File: src/design/fbd_pkg.sv
// fbd_pkg: shared widths, defaults and controller/datapath interface types
`default_nettype none
package fbd_pkg;

   localparam int CLOCK_W         = 28;
   localparam int BAUD_W          = 24;
   localparam int B16_W           = BAUD_W + 4;
   localparam int MUL_W           = 4;
   localparam int DIV_W           = 16;
   localparam int NUM_W           = 33;
   localparam int PROD_W          = 32;
   localparam int Q_W             = 28;
   localparam int S_W             = MUL_W + 1;
   localparam int CNT_W           = 6;
   localparam int MAX_MUL_DEFAULT = 15;

   typedef struct packed {
      logic load;
      logic p1_start;
      logic p1_eval;
      logic m_inc;
      logic p2_init;
      logic p2_start;
      logic p2_eval;
      logic a_inc;
      logic out_load;
   } cmd_type;

   typedef struct packed {
      logic b16_zero;
      logic div_done;
      logic better;
      logic exact;
      logic m_last;
      logic a_last;
   } status_type;

endpackage
`default_nettype wire

File: src/design/fbd_div.sv
// fbd_div: restoring divider, one quotient bit per cycle
`default_nettype none
module fbd_div (
   input  wire logic                       clock,
   input  wire logic                       reset,
   input  wire logic                       start,
   input  wire logic [fbd_pkg::NUM_W-1:0]  num,
   input  wire logic [fbd_pkg::B16_W-1:0]  den,
   output logic                            done,
   output logic [fbd_pkg::NUM_W-1:0]       quot,
   output logic [fbd_pkg::B16_W-1:0]       rem
);
   import fbd_pkg::*;

   logic [NUM_W-1:0] quo_ff, quo_in;
   logic [B16_W-1:0] rem_ff, rem_in;
   logic [B16_W-1:0] den_ff, den_in;
   logic [CNT_W-1:0] cnt_ff, cnt_in;
   logic             run_ff, run_in;
   logic             done_ff, done_in;
   logic [B16_W:0]   trial;
   logic             ge;

   assign trial = {rem_ff, quo_ff[NUM_W-1]};
   assign ge    = (trial >= {1'b0, den_ff});

   always_comb begin
      quo_in  = quo_ff;
      rem_in  = rem_ff;
      den_in  = den_ff;
      cnt_in  = cnt_ff;
      run_in  = run_ff;
      done_in = 1'b0;
      if (start) begin
         quo_in = num;
         rem_in = '0;
         den_in = den;
         cnt_in = CNT_W'(NUM_W);
         run_in = 1'b1;
      end else if (run_ff) begin
         quo_in = {quo_ff[NUM_W-2:0], ge};
         rem_in = ge ? B16_W'(trial - {1'b0, den_ff}) : trial[B16_W-1:0];
         cnt_in = cnt_ff - CNT_W'(1);
         if (cnt_ff == CNT_W'(1)) begin
            run_in  = 1'b0;
            done_in = 1'b1;
         end
      end
   end

   always_ff @(posedge clock) begin
      quo_ff <= quo_in;
      rem_ff <= rem_in;
      den_ff <= den_in;
      cnt_ff <= cnt_in;
      if (reset) begin
         run_ff  <= 1'b0;
         done_ff <= 1'b0;
      end else begin
         run_ff  <= run_in;
         done_ff <= done_in;
      end
   end

   assign done = done_ff;
   assign quot = quo_ff;
   assign rem  = rem_ff;

endmodule
`default_nettype wire

File: src/design/fbd_dp.sv
// fbd_dp: operand registers, error scoring, best-candidate tracking, result register
`default_nettype none
module fbd_dp #(
   parameter int MAX_MULTIPLIER = fbd_pkg::MAX_MUL_DEFAULT
) (
   input  wire logic                         clock,
   input  wire logic                         reset,
   input  wire fbd_pkg::cmd_type             cmd,
   output fbd_pkg::status_type               status,
   input  wire logic [fbd_pkg::CLOCK_W-1:0]  req_clock_hz,
   input  wire logic [fbd_pkg::BAUD_W-1:0]   req_baud_rate,
   output logic [fbd_pkg::MUL_W-1:0]         rsp_frac_multiplier,
   output logic [fbd_pkg::MUL_W-1:0]         rsp_frac_add,
   output logic [fbd_pkg::DIV_W-1:0]         rsp_divisor
);
   import fbd_pkg::*;

   logic [CLOCK_W-1:0] clk_ff, clk_in;
   logic [B16_W-1:0]   b16_ff, b16_in;
   logic [MUL_W-1:0]   m_ff, m_in;
   logic [MUL_W-1:0]   a_ff, a_in;
   logic [MUL_W-1:0]   best_mul_ff, best_mul_in;
   logic [MUL_W-1:0]   best_add_ff, best_add_in;
   logic [B16_W-1:0]   best_err_ff, best_err_in;
   logic [Q_W-1:0]     q_ff, q_in;
   logic [DIV_W-1:0]   dl0_ff, dl0_in;
   logic [DIV_W-1:0]   dlf_ff, dlf_in;
   logic               phase_ff, phase_in;
   logic [MUL_W-1:0]   out_mul_ff, out_mul_in;
   logic [MUL_W-1:0]   out_add_ff, out_add_in;
   logic [DIV_W-1:0]   out_div_ff, out_div_in;

   logic [PROD_W-1:0]  prod;
   logic [S_W-1:0]     s;
   logic [NUM_W-1:0]   div_num;
   logic [B16_W-1:0]   div_den;
   logic               div_start;
   logic               div_done;
   logic [NUM_W-1:0]   div_quot;
   logic [B16_W-1:0]   div_rem;
   logic [B16_W-1:0]   half;
   logic [B16_W-1:0]   err;

   assign prod      = PROD_W'(clk_ff) * PROD_W'(m_ff);
   assign s         = S_W'(best_mul_ff) + S_W'(a_ff);
   assign div_start = cmd.p1_start | cmd.p2_start;
   assign div_num   = cmd.p2_start ? NUM_W'(q_ff) + NUM_W'(s[S_W-1:1])
                                   : NUM_W'(prod) + NUM_W'(b16_ff[B16_W-1:1]);
   assign div_den   = cmd.p2_start ? B16_W'(s) : b16_ff;

   fbd_div u_div (
      .clock (clock),
      .reset (reset),
      .start (div_start),
      .num   (div_num),
      .den   (div_den),
      .done  (div_done),
      .quot  (div_quot),
      .rem   (div_rem)
   );

   // rounded-quotient error reduces to |half divisor - remainder|
   assign half = phase_ff ? B16_W'(s[S_W-1:1]) : B16_W'(b16_ff[B16_W-1:1]);
   assign err  = (half >= div_rem) ? half - div_rem : div_rem - half;

   assign status.b16_zero = (b16_ff == '0);
   assign status.div_done = div_done;
   assign status.better   = (err < best_err_ff);
   assign status.exact    = (err == '0);
   assign status.m_last   = (m_ff == MUL_W'(MAX_MULTIPLIER));
   assign status.a_last   = (a_ff == best_mul_ff - MUL_W'(1));

   always_comb begin
      clk_in      = clk_ff;
      b16_in      = b16_ff;
      m_in        = m_ff;
      a_in        = a_ff;
      best_mul_in = best_mul_ff;
      best_add_in = best_add_ff;
      best_err_in = best_err_ff;
      q_in        = q_ff;
      dl0_in      = dl0_ff;
      dlf_in      = dlf_ff;
      phase_in    = phase_ff;
      out_mul_in  = out_mul_ff;
      out_add_in  = out_add_ff;
      out_div_in  = out_div_ff;
      if (cmd.load) begin
         clk_in      = req_clock_hz;
         b16_in      = {req_baud_rate, 4'b0000};
         m_in        = MUL_W'(1);
         best_mul_in = MUL_W'(1);
         best_err_in = '1;
         phase_in    = 1'b0;
      end
      if (cmd.p1_eval && status.better) begin
         best_err_in = err;
         best_mul_in = m_ff;
         q_in        = div_quot[Q_W-1:0];
      end
      if (cmd.p1_eval && m_ff == MUL_W'(1)) begin
         dl0_in = div_quot[DIV_W-1:0];
      end
      if (cmd.m_inc) begin
         m_in = m_ff + MUL_W'(1);
      end
      if (cmd.p2_init) begin
         phase_in    = 1'b1;
         a_in        = '0;
         best_add_in = '0;
         best_err_in = '1;
      end
      if (cmd.p2_eval && status.better) begin
         best_err_in = err;
         best_add_in = a_ff;
         dlf_in      = div_quot[DIV_W-1:0];
      end
      if (cmd.a_inc) begin
         a_in = a_ff + MUL_W'(1);
      end
      if (cmd.out_load) begin
         if (status.b16_zero) begin
            out_mul_in = MUL_W'(1);
            out_add_in = '0;
            out_div_in = '1;
         end else if (best_add_ff == '0) begin
            out_mul_in = MUL_W'(1);
            out_add_in = '0;
            out_div_in = dl0_ff;
         end else begin
            out_mul_in = best_mul_ff;
            out_add_in = best_add_ff;
            out_div_in = dlf_ff;
         end
      end
   end

   always_ff @(posedge clock) begin
      clk_in_hold: begin
         clk_ff      <= clk_in;
         b16_ff      <= b16_in;
         m_ff        <= m_in;
         a_ff        <= a_in;
         best_mul_ff <= best_mul_in;
         best_add_ff <= best_add_in;
         best_err_ff <= best_err_in;
         q_ff        <= q_in;
         dl0_ff      <= dl0_in;
         dlf_ff      <= dlf_in;
         out_mul_ff  <= out_mul_in;
         out_add_ff  <= out_add_in;
         out_div_ff  <= out_div_in;
      end
      if (reset) begin
         phase_ff <= 1'b0;
      end else begin
         phase_ff <= phase_in;
      end
   end

   assign rsp_frac_multiplier = out_mul_ff;
   assign rsp_frac_add        = out_add_ff;
   assign rsp_divisor         = out_div_ff;

endmodule
`default_nettype wire

File: src/design/fbd_ctrl.sv
// fbd_ctrl: sequencer for the multiplier and add-value searches and the result handshake
`default_nettype none
module fbd_ctrl (
   input  wire logic                 clock,
   input  wire logic                 reset,
   input  wire logic                 req_valid,
   output logic                      req_stall,
   output logic                      rsp_valid,
   input  wire logic                 rsp_stall,
   output fbd_pkg::cmd_type          cmd,
   input  wire fbd_pkg::status_type  status
);
   import fbd_pkg::*;

   localparam logic [2:0] S_IDLE     = 3'd0;
   localparam logic [2:0] S_CHECK    = 3'd1;
   localparam logic [2:0] S_P1_START = 3'd2;
   localparam logic [2:0] S_P1_WAIT  = 3'd3;
   localparam logic [2:0] S_P2_INIT  = 3'd4;
   localparam logic [2:0] S_P2_START = 3'd5;
   localparam logic [2:0] S_P2_WAIT  = 3'd6;
   localparam logic [2:0] S_FINISH   = 3'd7;

   logic [2:0] state_ff, state_in;
   logic       rsp_valid_ff, rsp_valid_in;
   logic       out_free;
   logic       stop;

   assign out_free  = !rsp_valid_ff || !rsp_stall;
   assign stop      = status.better && status.exact;
   assign req_stall = (state_ff != S_IDLE);
   assign rsp_valid = rsp_valid_ff;

   always_comb begin
      state_in = state_ff;
      cmd      = '0;
      unique case (state_ff)
         S_IDLE: begin
            if (req_valid) begin
               cmd.load = 1'b1;
               state_in = S_CHECK;
            end
         end
         S_CHECK: begin
            state_in = status.b16_zero ? S_FINISH : S_P1_START;
         end
         S_P1_START: begin
            cmd.p1_start = 1'b1;
            state_in     = S_P1_WAIT;
         end
         S_P1_WAIT: begin
            if (status.div_done) begin
               cmd.p1_eval = 1'b1;
               if (stop || status.m_last) begin
                  state_in = S_P2_INIT;
               end else begin
                  cmd.m_inc = 1'b1;
                  state_in  = S_P1_START;
               end
            end
         end
         S_P2_INIT: begin
            cmd.p2_init = 1'b1;
            state_in    = S_P2_START;
         end
         S_P2_START: begin
            cmd.p2_start = 1'b1;
            state_in     = S_P2_WAIT;
         end
         S_P2_WAIT: begin
            if (status.div_done) begin
               cmd.p2_eval = 1'b1;
               if (stop || status.a_last) begin
                  state_in = S_FINISH;
               end else begin
                  cmd.a_inc = 1'b1;
                  state_in  = S_P2_START;
               end
            end
         end
         S_FINISH: begin
            if (out_free) begin
               cmd.out_load = 1'b1;
               state_in     = S_IDLE;
            end
         end
         default: state_in = S_IDLE;
      endcase
   end

   always_comb begin
      rsp_valid_in = rsp_valid_ff && rsp_stall;
      if (cmd.out_load) begin
         rsp_valid_in = 1'b1;
      end
   end

   always_ff @(posedge clock) begin
      if (reset) begin
         state_ff     <= S_IDLE;
         rsp_valid_ff <= 1'b0;
      end else begin
         state_ff     <= state_in;
         rsp_valid_ff <= rsp_valid_in;
      end
   end

endmodule
`default_nettype wire

File: src/design/fractional_baud_divider_search.sv
// fractional_baud_divider_search: top level, fractional baud divider search
//
//   channel  direction  handshake              payload
//   req      in         req_valid / req_stall  req_clock_hz, req_baud_rate
//   rsp      out        rsp_valid / rsp_stall  rsp_frac_multiplier, rsp_frac_add, rsp_divisor
//
// one item at a time; every division runs on the shared bit-serial divider
// an item with a zero baud rate skips the searches; otherwise it runs
// up to 15 multiplier trials and up to 15 add-value trials, one division each
// reset is synchronous and clears the sequencer and the result valid
// the next item is taken while a finished result waits under rsp_stall
`default_nettype none
module fractional_baud_divider_search #(
   parameter int MAX_MULTIPLIER = fbd_pkg::MAX_MUL_DEFAULT
) (
   input  wire logic                         clock,
   input  wire logic                         reset,
   input  wire logic                         req_valid,
   output logic                              req_stall,
   input  wire logic [fbd_pkg::CLOCK_W-1:0]  req_clock_hz,
   input  wire logic [fbd_pkg::BAUD_W-1:0]   req_baud_rate,
   output logic                              rsp_valid,
   input  wire logic                         rsp_stall,
   output logic [fbd_pkg::MUL_W-1:0]         rsp_frac_multiplier,
   output logic [fbd_pkg::MUL_W-1:0]         rsp_frac_add,
   output logic [fbd_pkg::DIV_W-1:0]         rsp_divisor
);
   import fbd_pkg::*;

   cmd_type    cmd;
   status_type status;

   fbd_ctrl u_ctrl (
      .clock     (clock),
      .reset     (reset),
      .req_valid (req_valid),
      .req_stall (req_stall),
      .rsp_valid (rsp_valid),
      .rsp_stall (rsp_stall),
      .cmd       (cmd),
      .status    (status)
   );

   fbd_dp #(
      .MAX_MULTIPLIER (MAX_MULTIPLIER)
   ) u_dp (
      .clock               (clock),
      .reset               (reset),
      .cmd                 (cmd),
      .status              (status),
      .req_clock_hz        (req_clock_hz),
      .req_baud_rate       (req_baud_rate),
      .rsp_frac_multiplier (rsp_frac_multiplier),
      .rsp_frac_add        (rsp_frac_add),
      .rsp_divisor         (rsp_divisor)
   );

endmodule
`default_nettype wire

File: config.mk
export PLATFORM = sky130hd
export DESIGN_NAME = fractional_baud_divider_search
export DESIGN_NICKNAME = d
export VERILOG_FILES = /design/src/design/fbd_pkg.sv /design/src/design/fbd_div.sv /design/src/design/fbd_dp.sv /design/src/design/fbd_ctrl.sv /design/src/design/fractional_baud_divider_search.sv
export SDC_FILE = /design/constraint.sdc
export NUM_CORES = 1
export LEC_CHECK = 0
export BUFFER_PORTS_ARGS = -buffer_cell sky130_fd_sc_hd__buf_2
export CAP_MARGIN = 40
export CORE_ASPECT_RATIO = 0.5
export CORE_UTILIZATION = 45
export CTS_CLUSTER_DIAMETER = 30
export DETAILED_ROUTE_END_ITERATION = 8
export PLACE_DENSITY = 0.69
export SLEW_MARGIN = 0
export SYNTH_ARGS = -nofsm -noshare
export SYNTH_HDL_FRONTEND = slang
export SYNTH_SLANG_ARGS = --single-unit
File: constraint.sdc
create_clock -name clock -period 8.7 [get_ports clock]
set_input_delay 1.74 -clock clock [delete_from_list [all_inputs] [get_ports clock]]
set_output_delay 1.74 -clock clock [all_outputs]
set_load 0.005 [all_outputs]
# Word level (Yosys, flattened, before mapping)
# Cells that the tools add are included.
# Widths: inputs -> output; s select.
# word_totals
reg_bits,282
out_inout_bits,26
wordCells,126
# op_classes
n_addsub,10
n_mul,1
order_cmp,3
eq_ne,15
muxes,46
bitwise_logic,2
reduce_logical,25
# op_table
cell,n
$mux 28,6
$mux 33,3
$logic_not 28->1,2
$add 32x27->33,1
$mul 28x4->32,1
$add 28x4->29,1
$ge 29x28->1,1
$ge 27x28->1,1
$lt 28x28->1,1
$sub 27x28->28,1
$sub 28x27->28,1
$sub 28x28->28,1
$mux 27,1
$mux 4,6
$pmux 3 s8,1
$mux 3,6
$mux 1,16
$mux 16,1
$eq 3x3->1 const B,4
$reduce_bool 2->1,6
$mux 2,5
$add 4x1->4 const B,2
$eq 3x2->1 const B,2
$eq 6x1->1 const B,1
other kinds (22),31

# Longest topological paths before layout
# Gate-level depths: netlist (run 1).
# depth
ltp_word,14
depth_mapped,32
mapped_depth_nobuf,28

# Cells and area by module
# From an unflattened synthesis (run 1), not the netlist that was laid out.
# hier_totals
hier_cells,2151
area_unflattened_um2,21038.9
# modules_own_cells
mod,n_inst,cells_each,area_per_inst_um2,seq_area_each_um2
fbd_dp,1,1589,15224.6,5425.2
fbd_div,1,516,5484.0,2552.4
fbd_ctrl,1,46,330.3,80.1

# Worst setup path after synthesis (run 1)
# OpenSTA, ideal clock, no wires.
# synth_timing
path_kind,reg-to-reg
startpoint,register u_dp.a_ff[0]
endpoint,register u_dp.q_ff[0] (enable)
setup_ps,426
arrival_time_ps,6696
required_time_ps,8274
path_slack_ps,1578
path_stages_with_launch,27
path_buffers,2
path_cell_list,edfxtp_1 ha_1 fa_1 a21o_1 a21oi_1 a21oi_1 ha_1 buf_2 nand3_1 nor4_1 a211oi_1 a211oi_2 or3_1 buf_6 mux2i_1 xor2_1 inv_1 ha_1 a21o_1 a21o_1 a21o_1 a211o_1 o2111ai_1 a311oi_1 nor4_1 inv_1 nor2_1
# synth_via
elab_chain_cells,6
elab_cells_between_ends,8
classes_between,add/sub (3); order compare (2); mux (2); reduce/logical (1)
# synth_rtl
item,line,source
start: declaration,fbd_dp.sv:21,"logic [MUL_W-1:0] a_ff, a_in;"
start signal: assignment,fbd_dp.sv:143,a_ff <= a_in;
$add 4x4->5 (*),fbd_dp.sv:45,assign s = S_W'(best_mul_ff) + S_W'(a_ff);
$mux 27 (*),fbd_dp.sv:63,assign half = phase_ff ? B16_W'(s[S_W-1:1]) : B16_W'(b16_ff[B16_W-1:1]);
$sub 28x27->28 (tied with other cells),fbd_dp.sv:64,assign err = (half >= div_rem) ? half - div_rem : div_rem - half;
$mux 28 (*),fbd_dp.sv:64,
$lt 28x28->1 (*),fbd_dp.sv:68,assign status.better = (err < best_err_ff);
$logic_and 1x1->1 (*),fbd_dp.sv:96,if (cmd.p1_eval && status.better) begin
end signal: assignment,fbd_dp.sv:147,q_ff <= q_in;
end: declaration,fbd_dp.sv:25,"logic [Q_W-1:0] q_ff, q_in;"
# Every way passes the cells marked *; elsewhere a longest branch is shown, timed or not.
# A chain may end at the register's enable or synchronous reset.

# Worst setup path in the final report (run 1)
# layout_timing
startpoint,register u_dp.a_ff[0]
endpoint,register u_dp.best_err_ff[12] (enable)
# layout_via
elab_chain_cells,7
elab_cells_between_ends,10
classes_between,add/sub (3); order compare (2); mux (2); reduce/logical (3)
# layout_rtl
item,line,source
$add 4x4->5 (*),fbd_dp.sv:45,
$mux 27 (*),fbd_dp.sv:63,
$sub 28x27->28 (tied with other cells),fbd_dp.sv:64,
$mux 28 (*),fbd_dp.sv:64,
$lt 28x28->1 (*),fbd_dp.sv:68,
"$logic_and 1x1->1, on equally long branches","fbd_dp.sv:113, fbd_dp.sv:96",
$reduce_bool 4->1 (no line) (*),n/a,
end signal: assignment,fbd_dp.sv:146,best_err_ff <= best_err_in;
end: declaration,fbd_dp.sv:24,"logic [B16_W-1:0] best_err_ff, best_err_in;"
# Marked as above.

==> results by stage, run 1 <==
Critical path:
- The worst setup path is captured at a flip-flop.
- The setup slack of the worst register-to-register path is 0.99 ns.
- The type of the worst setup path is flip-flop to flip-flop.
- Counting cells, the worst reg-to-reg path comes to 27.
- Tracing the worst setup path back leads to its startpoint at u_dp.a_ff[0].
- Data on the critical path arrives at its endpoint at 7.92 ns.
- Following the worst setup path forward leads to its endpoint at u_dp.best_err_ff[12].
- Data on the critical path is required at its endpoint by about 9 ns.
- In this run the critical register-to-register path is captured at u_dp.best_err_ff[12].
- Along the worst path, the maximum fanout reaches 28.
- On the critical path, the stage with the largest delay is an instance of sky130_fd_sc_hd__nor4_1.
- The delay contributed by the slowest stage of the critical path is ~0.70 ns.
- The most frequent cell on the critical path is sky130_fd_sc_hd__a21o_1.
- The worst register-to-register path begins at u_dp.a_ff[0].
- The critical path startpoint category is a flip-flop.

Timing:
- The final critical path time including I/O delays and setup is 7.71 ns.
- Setup violations remaining at the end of the flow were counted as 0.
- Between clock sinks in the finished design, the worst skew comes to 0.0327 ns.
- The upper clock frequency limit is 130 MHz.
- Headroom to the max-slew limit came out at 35.1%.
- Setup repair after global routing left no endpoint under its margin.
- The number of max-slew violations in the final report is 0.
- Summed over all failing endpoints, the final setup total negative slack is 0 ns.
- The final hold violation count is 0.
- The ratio of final minimum period to clock period is 88.6%.
- The slew of the pin with the lowest slew margin is 0.963 ns.

Logic synthesis:
- Dividing the synthesized area by the synthesized cell count gives around 9.6 um2.
- Synthesis produced roughly 2200 cells.
- During synthesis, Yosys emitted a total of 0 warnings.
- In this run, distinct cell masters in the synthesized netlist total 84.
- sky130_fd_sc_hd__edfxtp_1 takes more of the synthesized area than any other cell.
- The prevailing post-synth register cell is sky130_fd_sc_hd__edfxtp_1.
- The number of nets in the synthesized netlist is 2472.
- The async set-reset flop share out of synthesis is 0%.
- In this run, synthesis inferred 241 flip-flops with an integrated enable.
- The netlist area before placement is 20900 um2.
- Ranked by total cell area, the synthesized netlist is headed by sky130_fd_sc_hd__edfxtp_1 35%, sky130_fd_sc_hd__ha_1 9.8%, sky130_fd_sc_hd__fa_1 7.9%.
- The top cell type by area accounts for 34.7% of the synthesized area.
- The flip-flop and latch count after synthesis is 282.
- The fraction of the yosys area taken by sequential cells is 38.6%.

GRT:
- Entering global routing, the biggest net connects 55 pins.
- The aggregate global-route resource usage is a little under a quarter.
- The number of antenna violations at the first check in global routing is 1.
- For this run the aggregate overflow at the end of global routing stands at 0.
- The first global-routing pass estimated 88.8 mm of wire.
- The via count of the first global-routing pass came to 16300.

Drt:
- Wires add up to 55.1 mm.
- The number of routed nets with antenna violations is 0.
- The detailed-route wire length per cell is 19.0 um.
- Dividing the detail-routed via count by the number of cells gives 5.61.
- For this run, design rule violations remaining after detail routing come to 0.
- Summing over every cut layer, the via total after detailed routing is about 16000.
- The violation count after the first detailed-route iteration is 1363.
- The first TritonRoute pass finished after 6 iterations.

Place:
- The count of input and output buffers is 81.
- The routability congestion estimate is 0.967.
- The HPWL after detailed placement is 41.4 mm.
- The placed instances occupy a cell area of 22000 um2.

Cells and area:
- The area growth from synthesis to layout is 13.4%.
- The repair_antennas step left the layout with diodes totalling 0.
- The share of final-layout standard cells stronger than drive strength 1 is 10.1%.
- Leaving out fill and tap cells, the most frequent cells in the layout are 241 x sky130_fd_sc_hd__edfxtp_1, 238 x sky130_fd_sc_hd__nand2_1, 221 x sky130_fd_sc_hd__inv_1, 164 x sky130_fd_sc_hd__ha_1, 158 x sky130_fd_sc_hd__a21oi_1.
- The post-layout net count is 2541.
- Leaving out fill and tap cells, the most frequent cell in the layout is sky130_fd_sc_hd__edfxtp_1.
- The multi-input combinational cells in the finished layout cover a total of 11600 um2.
- The layout has 4091 filler cells.
- The sequential cells in the finished layout cover a total of 8060 um2.
- Once layout is done, the placed cells without fillers occupy 23700 um2.

Run status:
- The flow ran to the end, and the final reports show no timing, DRC or antenna violations.

Clock network:
- Once the clock tree was built, the setup fixing pass inserted 0 buffers.
- CTS built an H-tree with a depth of 2.
- Buffers inserted to repair hold after CTS numbered 0.
- The CTS tree is yes.
- For the worst-skew pair, the clock arrives at the later sink with an insertion delay of roughly 0.58 ns.
- The number of clock buffers added by TritonCTS is between 40 and 50.
- The cell sitting at the root of the clock tree is a sky130_fd_sc_hd__clkbuf_16.
- The maximum root-to-sink buffer count is 3.
- The total number of clock tree sinks is 282.
- Clock-pin slew was measured on the worst setup and hold paths at 0.06 ns.
- Once the clock tree was built, the resizer swapped 0 gates to a different size.

Floorplan:
- The total die area is 47300 um2.
- The core region is 45500 um2.
- The top-level I/O count is 82.
- The initial utilization of the core area, before any placement, comes to 45.9%.
- The floorplan has 55 rows.
- The horizontal extent of the die is around 310 um.
- The die is 154 um tall.

Pwr:
- In this run the power density over the cells is 353 nW/um2.
- The peak supply drop is between 0.15 and 0.2 mV.
- The leakage power is 10.1 nW.

Worst hold path:
- The worst hold path belongs to the class flip-flop to flip-flop.

Job:
- The count of max-cap constraint violations is 0.
sequential cells by signal, indices dropped and copies added, names as in the netlist, 4 cells and up:
signal and count:
u_dp.dlf_ff 16, u_dp.rsp_frac_multiplier 4, u_dp.a_ff 4, u_dp.m_ff 4, u_dp.u_div.cnt_ff 6, u_dp.u_div.quot 33, u_dp.best_mul_ff 4, u_dp.rsp_divisor 16
u_dp.q_ff 28, u_dp.best_err_ff 28, u_dp.clk_ff 28, u_dp.rsp_frac_add 4, u_dp.u_div.rem 28, u_dp.best_add_ff 4, u_dp.u_div.den_ff 28, u_dp.b16_ff 24
u_dp.dl0_ff 16
per-layer routing:
metal | part of all wire [%] | GRT usage [%] | vias to the layer above
met1 | 45 | 31.6 | 7884
met4 | 2.3 | 7.00 | 0
met5 | 0 | 0 | -
li1 | - | - | 7807
met3 | 8.3 | 6.70 | 95
met2 | 45 | 37.4 | 504
worst max-delay path, delay by kind of cell (launching register included):
kind                       cells  cell delay, ns
muxes                          1            0.15
adders and majority gates      4            1.46
AOI/OAI and AO/OA             13            2.72
buffers and inverters          4            1.04
DFF                            1            0.45
xor gates and xnor gates       1            0.26
and+or+nand+nor                4            1.25
metrics by stage:
step | hold slack, ns | setup WS [ns] | utilization [%] | power [mW] | std cells
6_report | 0.441 | 0.992 | 52.0 | 8.36 | 2905
5_1_grt | 0.455 | 0.436 | 52.0 | 8.97 | 2905
4_1_cts | 0.441 | 1.10 | 52.0 | 8.34 | 2905
3_5_place_dp | 0.436 | 1.16 | 48.3 | 6.33 | 2817
3_3_place_gp | 0.433 | 1.30 | 48.0 | 6.28 | 2811
2_1_floorplan | 0.427 | 1.58 | - | 5.23 | 2170
worst min-delay path by stage:
stage | end | cells after the start | startpoint
floorplan | u_dp.q_ff[18] | 0 | u_dp.u_div.quot[18]
global placement | u_dp.q_ff[26] | 0 | u_dp.u_div.quot[26]
detailed placement | u_dp.q_ff[27] | 0 | u_dp.u_div.quot[27]
CTS | u_dp.q_ff[25] | 0 | u_dp.u_div.quot[25]
global route | u_dp.q_ff[25] | 0 | u_dp.u_div.quot[25]
finish | u_dp.q_ff[25] | 0 | u_dp.u_div.quot[25]
final cells by class:
type	count	share of cell area, %
clock buffer	49	5.09
clock inverter	39	2.09
inverter	223	3.54
multi-input combinational	1576	49.0
sequential	282	34.0
tap	627	3.31
timing repair buffer	109	2.92
synthesized netlist by cell type, types with 20 or more instances:
cell / n
sky130_fd_sc_hd__clkbuf_1: 62
sky130_fd_sc_hd__a21oi_1: 159
sky130_fd_sc_hd__fa_1: 82
sky130_fd_sc_hd__o21ai_0: 117
sky130_fd_sc_hd__edfxtp_1: 241
sky130_fd_sc_hd__a21o_1: 47
sky130_fd_sc_hd__nor3_1: 28
sky130_fd_sc_hd__nor2_1: 98
sky130_fd_sc_hd__inv_1: 222
sky130_fd_sc_hd__mux2i_1: 27
sky130_fd_sc_hd__nor2b_1: 20
sky130_fd_sc_hd__nand4_1: 37
sky130_fd_sc_hd__and2_1: 73
sky130_fd_sc_hd__a211oi_1: 21
sky130_fd_sc_hd__xnor2_1: 77
sky130_fd_sc_hd__nand2b_1: 41
sky130_fd_sc_hd__nand2_1: 238
sky130_fd_sc_hd__xor2_1: 42
sky130_fd_sc_hd__nand3_1: 59
sky130_fd_sc_hd__dfxtp_1: 41
sky130_fd_sc_hd__nor4_1: 20
sky130_fd_sc_hd__ha_1: 164
cell families after synthesis:
family / count (synthesis) / synth area share [%]
adder cells (fa/ha/maj): 246 / 17.7
multiplexers: 30 / 1.46
flip-flops: 282 / 38.6
buffers and inverters: 312 / 5.97
AND/OR/NAND/NOR: 679 / 16.1
XOR/XNOR: 119 / 4.99
AO/OA/AOI/OAI: 502 / 15.2
power breakdown:
group / switching [mW] / internal, mW / leakage (nW)
sequential: 0.215 / 1.71 / 2.47
clock: 0.765 / 1.20 / 0.816
combinational: 2.72 / 1.75 / 6.81
total: 3.70 / 4.66 / 10.1
No activity file was read; power rests on OpenSTA's default activity.
==> run 2: changes to the inputs <==
- CORE_UTILIZATION: 45 -> 60
- PLACE_DENSITY: 0.69 -> 0.86
==> run 2 against run 1 <==
  * Maximum frequency decreased by 4.6%
  * Sequential power about the same
  * Via count increased by 5.1%
  * Clock skew increased by 0.0017 ns
  * Worst hold slack improved by 0.011 ns
  * First-iteration DRC count increased by 41%
  * Non-clock buffer count decreased by 1
  * Combinational power increased by 3%
  * Setup slack got worse by 0.37 ns
  * Core utilization increased by 17 points
  * Largest cell class unchanged
==> results by stage, run 2 (same netlist as run 1, synthesis figures left out) <==
Clock network:
- The total number of clock tree sinks came to 282 (unchanged).
- The clock network latency to the later pin of the worst-skew pair came to 0.56 ns (was 0.58 ns).
- The maximum root-to-sink buffer count is 3 (unchanged).
- The post-cts gate resize count was 0 (unchanged).
- The clock tree root buffer cell is sky130_fd_sc_hd__clkbuf_16 (unchanged).
- The number of buffers inserted by post-CTS setup repair is 0 (unchanged).
- The H-tree level count is 2 (unchanged).
- The count of hold-fix buffers inserted at cts was 0 (unchanged).
- The CTS clock-pin slew for the worst setup and hold paths is 0.06 ns (about the same).
- The number of CTS-inserted buffers is 41 (was 47).
- The CTS tree is yes (unchanged).

Floorplan:
- The core box area is 33600 um2 (was 45500 um2).
- The total die area is 35600 um2 (was 47300 um2).
- The horizontal extent of the die was 266 um (was 307 um).
- The initial core utilization is 62.1% (was 45.9%).
- The top-level I/O count is 82 (unchanged).
- The vertical die dimension came to 134 um (was 154 um).
- The row count is 47 (was 55).

Place:
- The HPWL after detailed placement came to 42.1 mm (was 41.4 mm).
- The count of input and output buffers is 81 (unchanged).
- The routability congestion estimate is 0.965 (was 0.967).
- The worst-case setup slack after placement is 0.948 ns (was 1.16 ns).

Critical path:
- The type of the worst setup path is flip-flop to flip-flop (unchanged).
- The critical path depth in cells was 26 (was 27).
- The cell family with the largest share of critical-path delay is simple AND/OR/NAND/NOR gates (was compound AO/OA/AOI/OAI gates).
- The worst endpoint required time came to 8.97 ns (was 8.91 ns).
- The critical register-to-register path endpoint was u_dp.m_ff[3] (was u_dp.best_err_ff[12]).
- The slowest stage cell on the critical path is sky130_fd_sc_hd__nor4_1 (unchanged).
- The startpoint of the lowest-slack register-to-register path was u_dp.a_ff[0] (unchanged).
- The largest fanout on the critical path is 8 (was 28).
- The delay contributed by the slowest stage of the critical path is 0.71 ns (was 0.70 ns).
- The critical path startpoint category was a flip-flop (unchanged).
- The setup slack of the worst register-to-register path is 0.62 ns (was 0.99 ns).
- The buffering stage count on the worst path with inverters included is 1 (was 4).
- The data arrival time at the worst-slack endpoint is 8.35 ns (was 7.92 ns).
- The endpoint of the worst setup timing path was u_dp.m_ff[3] (was u_dp.best_err_ff[12]).
- The cell count of the worst reg-to-reg path is 26 (was 27).
- The most frequent cell on the critical path was sky130_fd_sc_hd__a21o_1 (unchanged).
- The start point of the critical path is u_dp.a_ff[0] (unchanged).
- The nature of the critical path endpoint is a flip-flop (unchanged).

GRT:
- The number of antenna violations at the first check in global routing was 0 (was 1).
- The aggregate global-route resource usage was 32.7% (was 23.7%).
- The via count of the first global-routing pass is 16700 (was 16300).
- The total congestion overflow after global routing is 0 (unchanged).
- The first-pass GRT wire length is 91.0 mm (was 88.8 mm).
- The largest net degree at the start of global routing is 55 (unchanged).

Drt:
- The aggregate routed wire length was 57.8 mm (was 55.1 mm).
- The number of routed nets with antenna violations came to 0 (unchanged).
- The count of TritonRoute iterations in the first routing pass came to 8 (was 6).
- The routed via count came to 17100 (was 16300).
- The violation count after the first detailed-route iteration is 1921 (was 1363).
- The via-per-instance ratio came to 6.27 (was 5.61).
- The detailed-route wire length per cell is 21.2 um (was 19.0 um).
- The DRC violation count after routing is 0 (unchanged).

Timing:
- The post-route clock skew was 0.0344 ns (was 0.0327 ns).
- The number of failing setup endpoints in the final timing report came to 0 (unchanged).
- The upper clock frequency limit came to 124 MHz (was 130 MHz).
- The accumulated negative setup slack was 0 ns (unchanged).
- The final worst setup slack came to 0.623 ns (was 0.992 ns).
- RSZ-0062 raised after global routing: no (unchanged).
- The slew of the pin with the lowest slew margin is 0.854 ns (was 0.963 ns).
- The remaining max-slew budget at the tightest pin is 42.7% (was 35.1%).
- The ratio of final minimum period to clock period is 92.8% (was 88.6%).
- The number of max-slew violations in the final report is 0 (unchanged).
- The final hold violation count is 0 (unchanged).
- The final critical path time including I/O delays and setup is 8.08 ns (was 7.71 ns).

Pwr:
- The leakage power is 9.93 nW (was 10.1 nW).
- The power density normalized to cell area was 355 nW/um2 (was 353 nW/um2).
- The peak supply drop is 0.221 mV (was 0.183 mV).
- The post-layout total power came to 8.20 mW (was 8.36 mW).

Cells and area:
- The number of flip-flops under the largest register name is 33 (unchanged).
- Commonest cells after routing, fill and taps aside: 241 x sky130_fd_sc_hd__edfxtp_1, 238 x sky130_fd_sc_hd__nand2_1, 221 x sky130_fd_sc_hd__inv_1, 164 x sky130_fd_sc_hd__ha_1, 158 x sky130_fd_sc_hd__a21oi_1 (unchanged).
- The count of antenna diodes in the layout is 0 (unchanged).
- The post-layout net count is 2534 (was 2541).
- The commonest non-fill, non-tap cell in the layout is sky130_fd_sc_hd__edfxtp_1 (unchanged).
- The area growth from synthesis to layout is 10.8% (was 13.4%).
- The share of final-layout standard cells stronger than drive strength 1 is 9.36% (was 10.1%).
- The share of the core filled with cells in the final layout came to 68.7% (was 52.0%).

Worst hold path:
- The worst hold path class is flip-flop to flip-flop (unchanged).

Run status:
- Outcome: complete, no violations (unchanged).

Job:
- The count of max-cap constraint violations was 0 (unchanged).
## run 2: per-stage QoR
step / instances / cell area, um2 / hold slack (ns)
global route: 2730 / 23100 / 0.454
finish: 2730 / 23100 / 0.452
CTS: 2730 / 23100 / 0.448
detailed placement: 2654 / 21700 / 0.437
global placement: 2647 / 21600 / 0.430
floorplan: 2170 / 20900 / 0.427
## run 2: worst min path at each step
stage / start / endpoint / slack [ns] / cells after the start
2_1_floorplan: u_dp.u_div.quot[18] / u_dp.q_ff[18] / 0.43 / 0
3_3_place_gp: u_dp.u_div.quot[26] / u_dp.q_ff[26] / 0.43 / 0
3_5_place_dp: u_dp.u_div.quot[25] / u_dp.q_ff[25] / 0.44 / 0
4_1_cts: u_dp.u_div.quot[16] / u_dp.q_ff[16] / 0.45 / 0
5_1_grt: u_dp.u_div.quot[17] / u_dp.q_ff[17] / 0.45 / 0
6_report: u_dp.u_div.quot[16] / u_dp.q_ff[16] / 0.45 / 0
## run 2: worst reg2reg max path: stages, from the launching register on
cell and delay (ns):
sky130_fd_sc_hd__edfxtp_1 0.46, sky130_fd_sc_hd__ha_1 0.27, sky130_fd_sc_hd__fa_1 0.41, sky130_fd_sc_hd__xor2_1 0.60
sky130_fd_sc_hd__nand2_1 0.31, sky130_fd_sc_hd__fa_1 0.52, sky130_fd_sc_hd__nand2b_1 0.20, sky130_fd_sc_hd__a21oi_2 0.23
sky130_fd_sc_hd__o21ai_2 0.11, sky130_fd_sc_hd__a21oi_1 0.26, sky130_fd_sc_hd__or3_1 0.24, sky130_fd_sc_hd__mux2i_1 0.24
sky130_fd_sc_hd__xor2_1 0.28, sky130_fd_sc_hd__inv_1 0.07, sky130_fd_sc_hd__ha_1 0.30, sky130_fd_sc_hd__a21o_1 0.19
sky130_fd_sc_hd__a21o_1 0.17, sky130_fd_sc_hd__a21o_1 0.17, sky130_fd_sc_hd__a211o_1 0.30, sky130_fd_sc_hd__o2111ai_1 0.10
sky130_fd_sc_hd__a311oi_1 0.12, sky130_fd_sc_hd__nor4_1 0.71, sky130_fd_sc_hd__nand4_1 0.19, sky130_fd_sc_hd__nor3_1 0.55
sky130_fd_sc_hd__and3_1 0.46, sky130_fd_sc_hd__or3_4 0.22, sky130_fd_sc_hd__nand2_1 0.12
## run 2: routing by layer
layer  global-route usage, %  wire (um)  vias up
li1                        -          -     7772
met5                       0          0        -
met3                    8.30       6800      157
met2                    50.7      25700      969
met1                    45.2      23600     8215
met4                    10.6       1750        0
## run 2: layout make-up
type / count / area [um2]
Clock inverter: 19 / 210
Timing Repair Buffer: 108 / 653
Sequential cell: 282 / 8060
Multi-Input combinational cell: 1576 / 11600
Clock buffer: 57 / 1180
Fill cell: 2454 / 10500
Tap cell: 465 / 582
Inverter: 223 / 837
## run 2: power by group
part	internal (mW)	switching, mW
combinational	1.77	2.84
clock	1.02	0.649
sequential	1.71	0.222
total	4.49	3.71
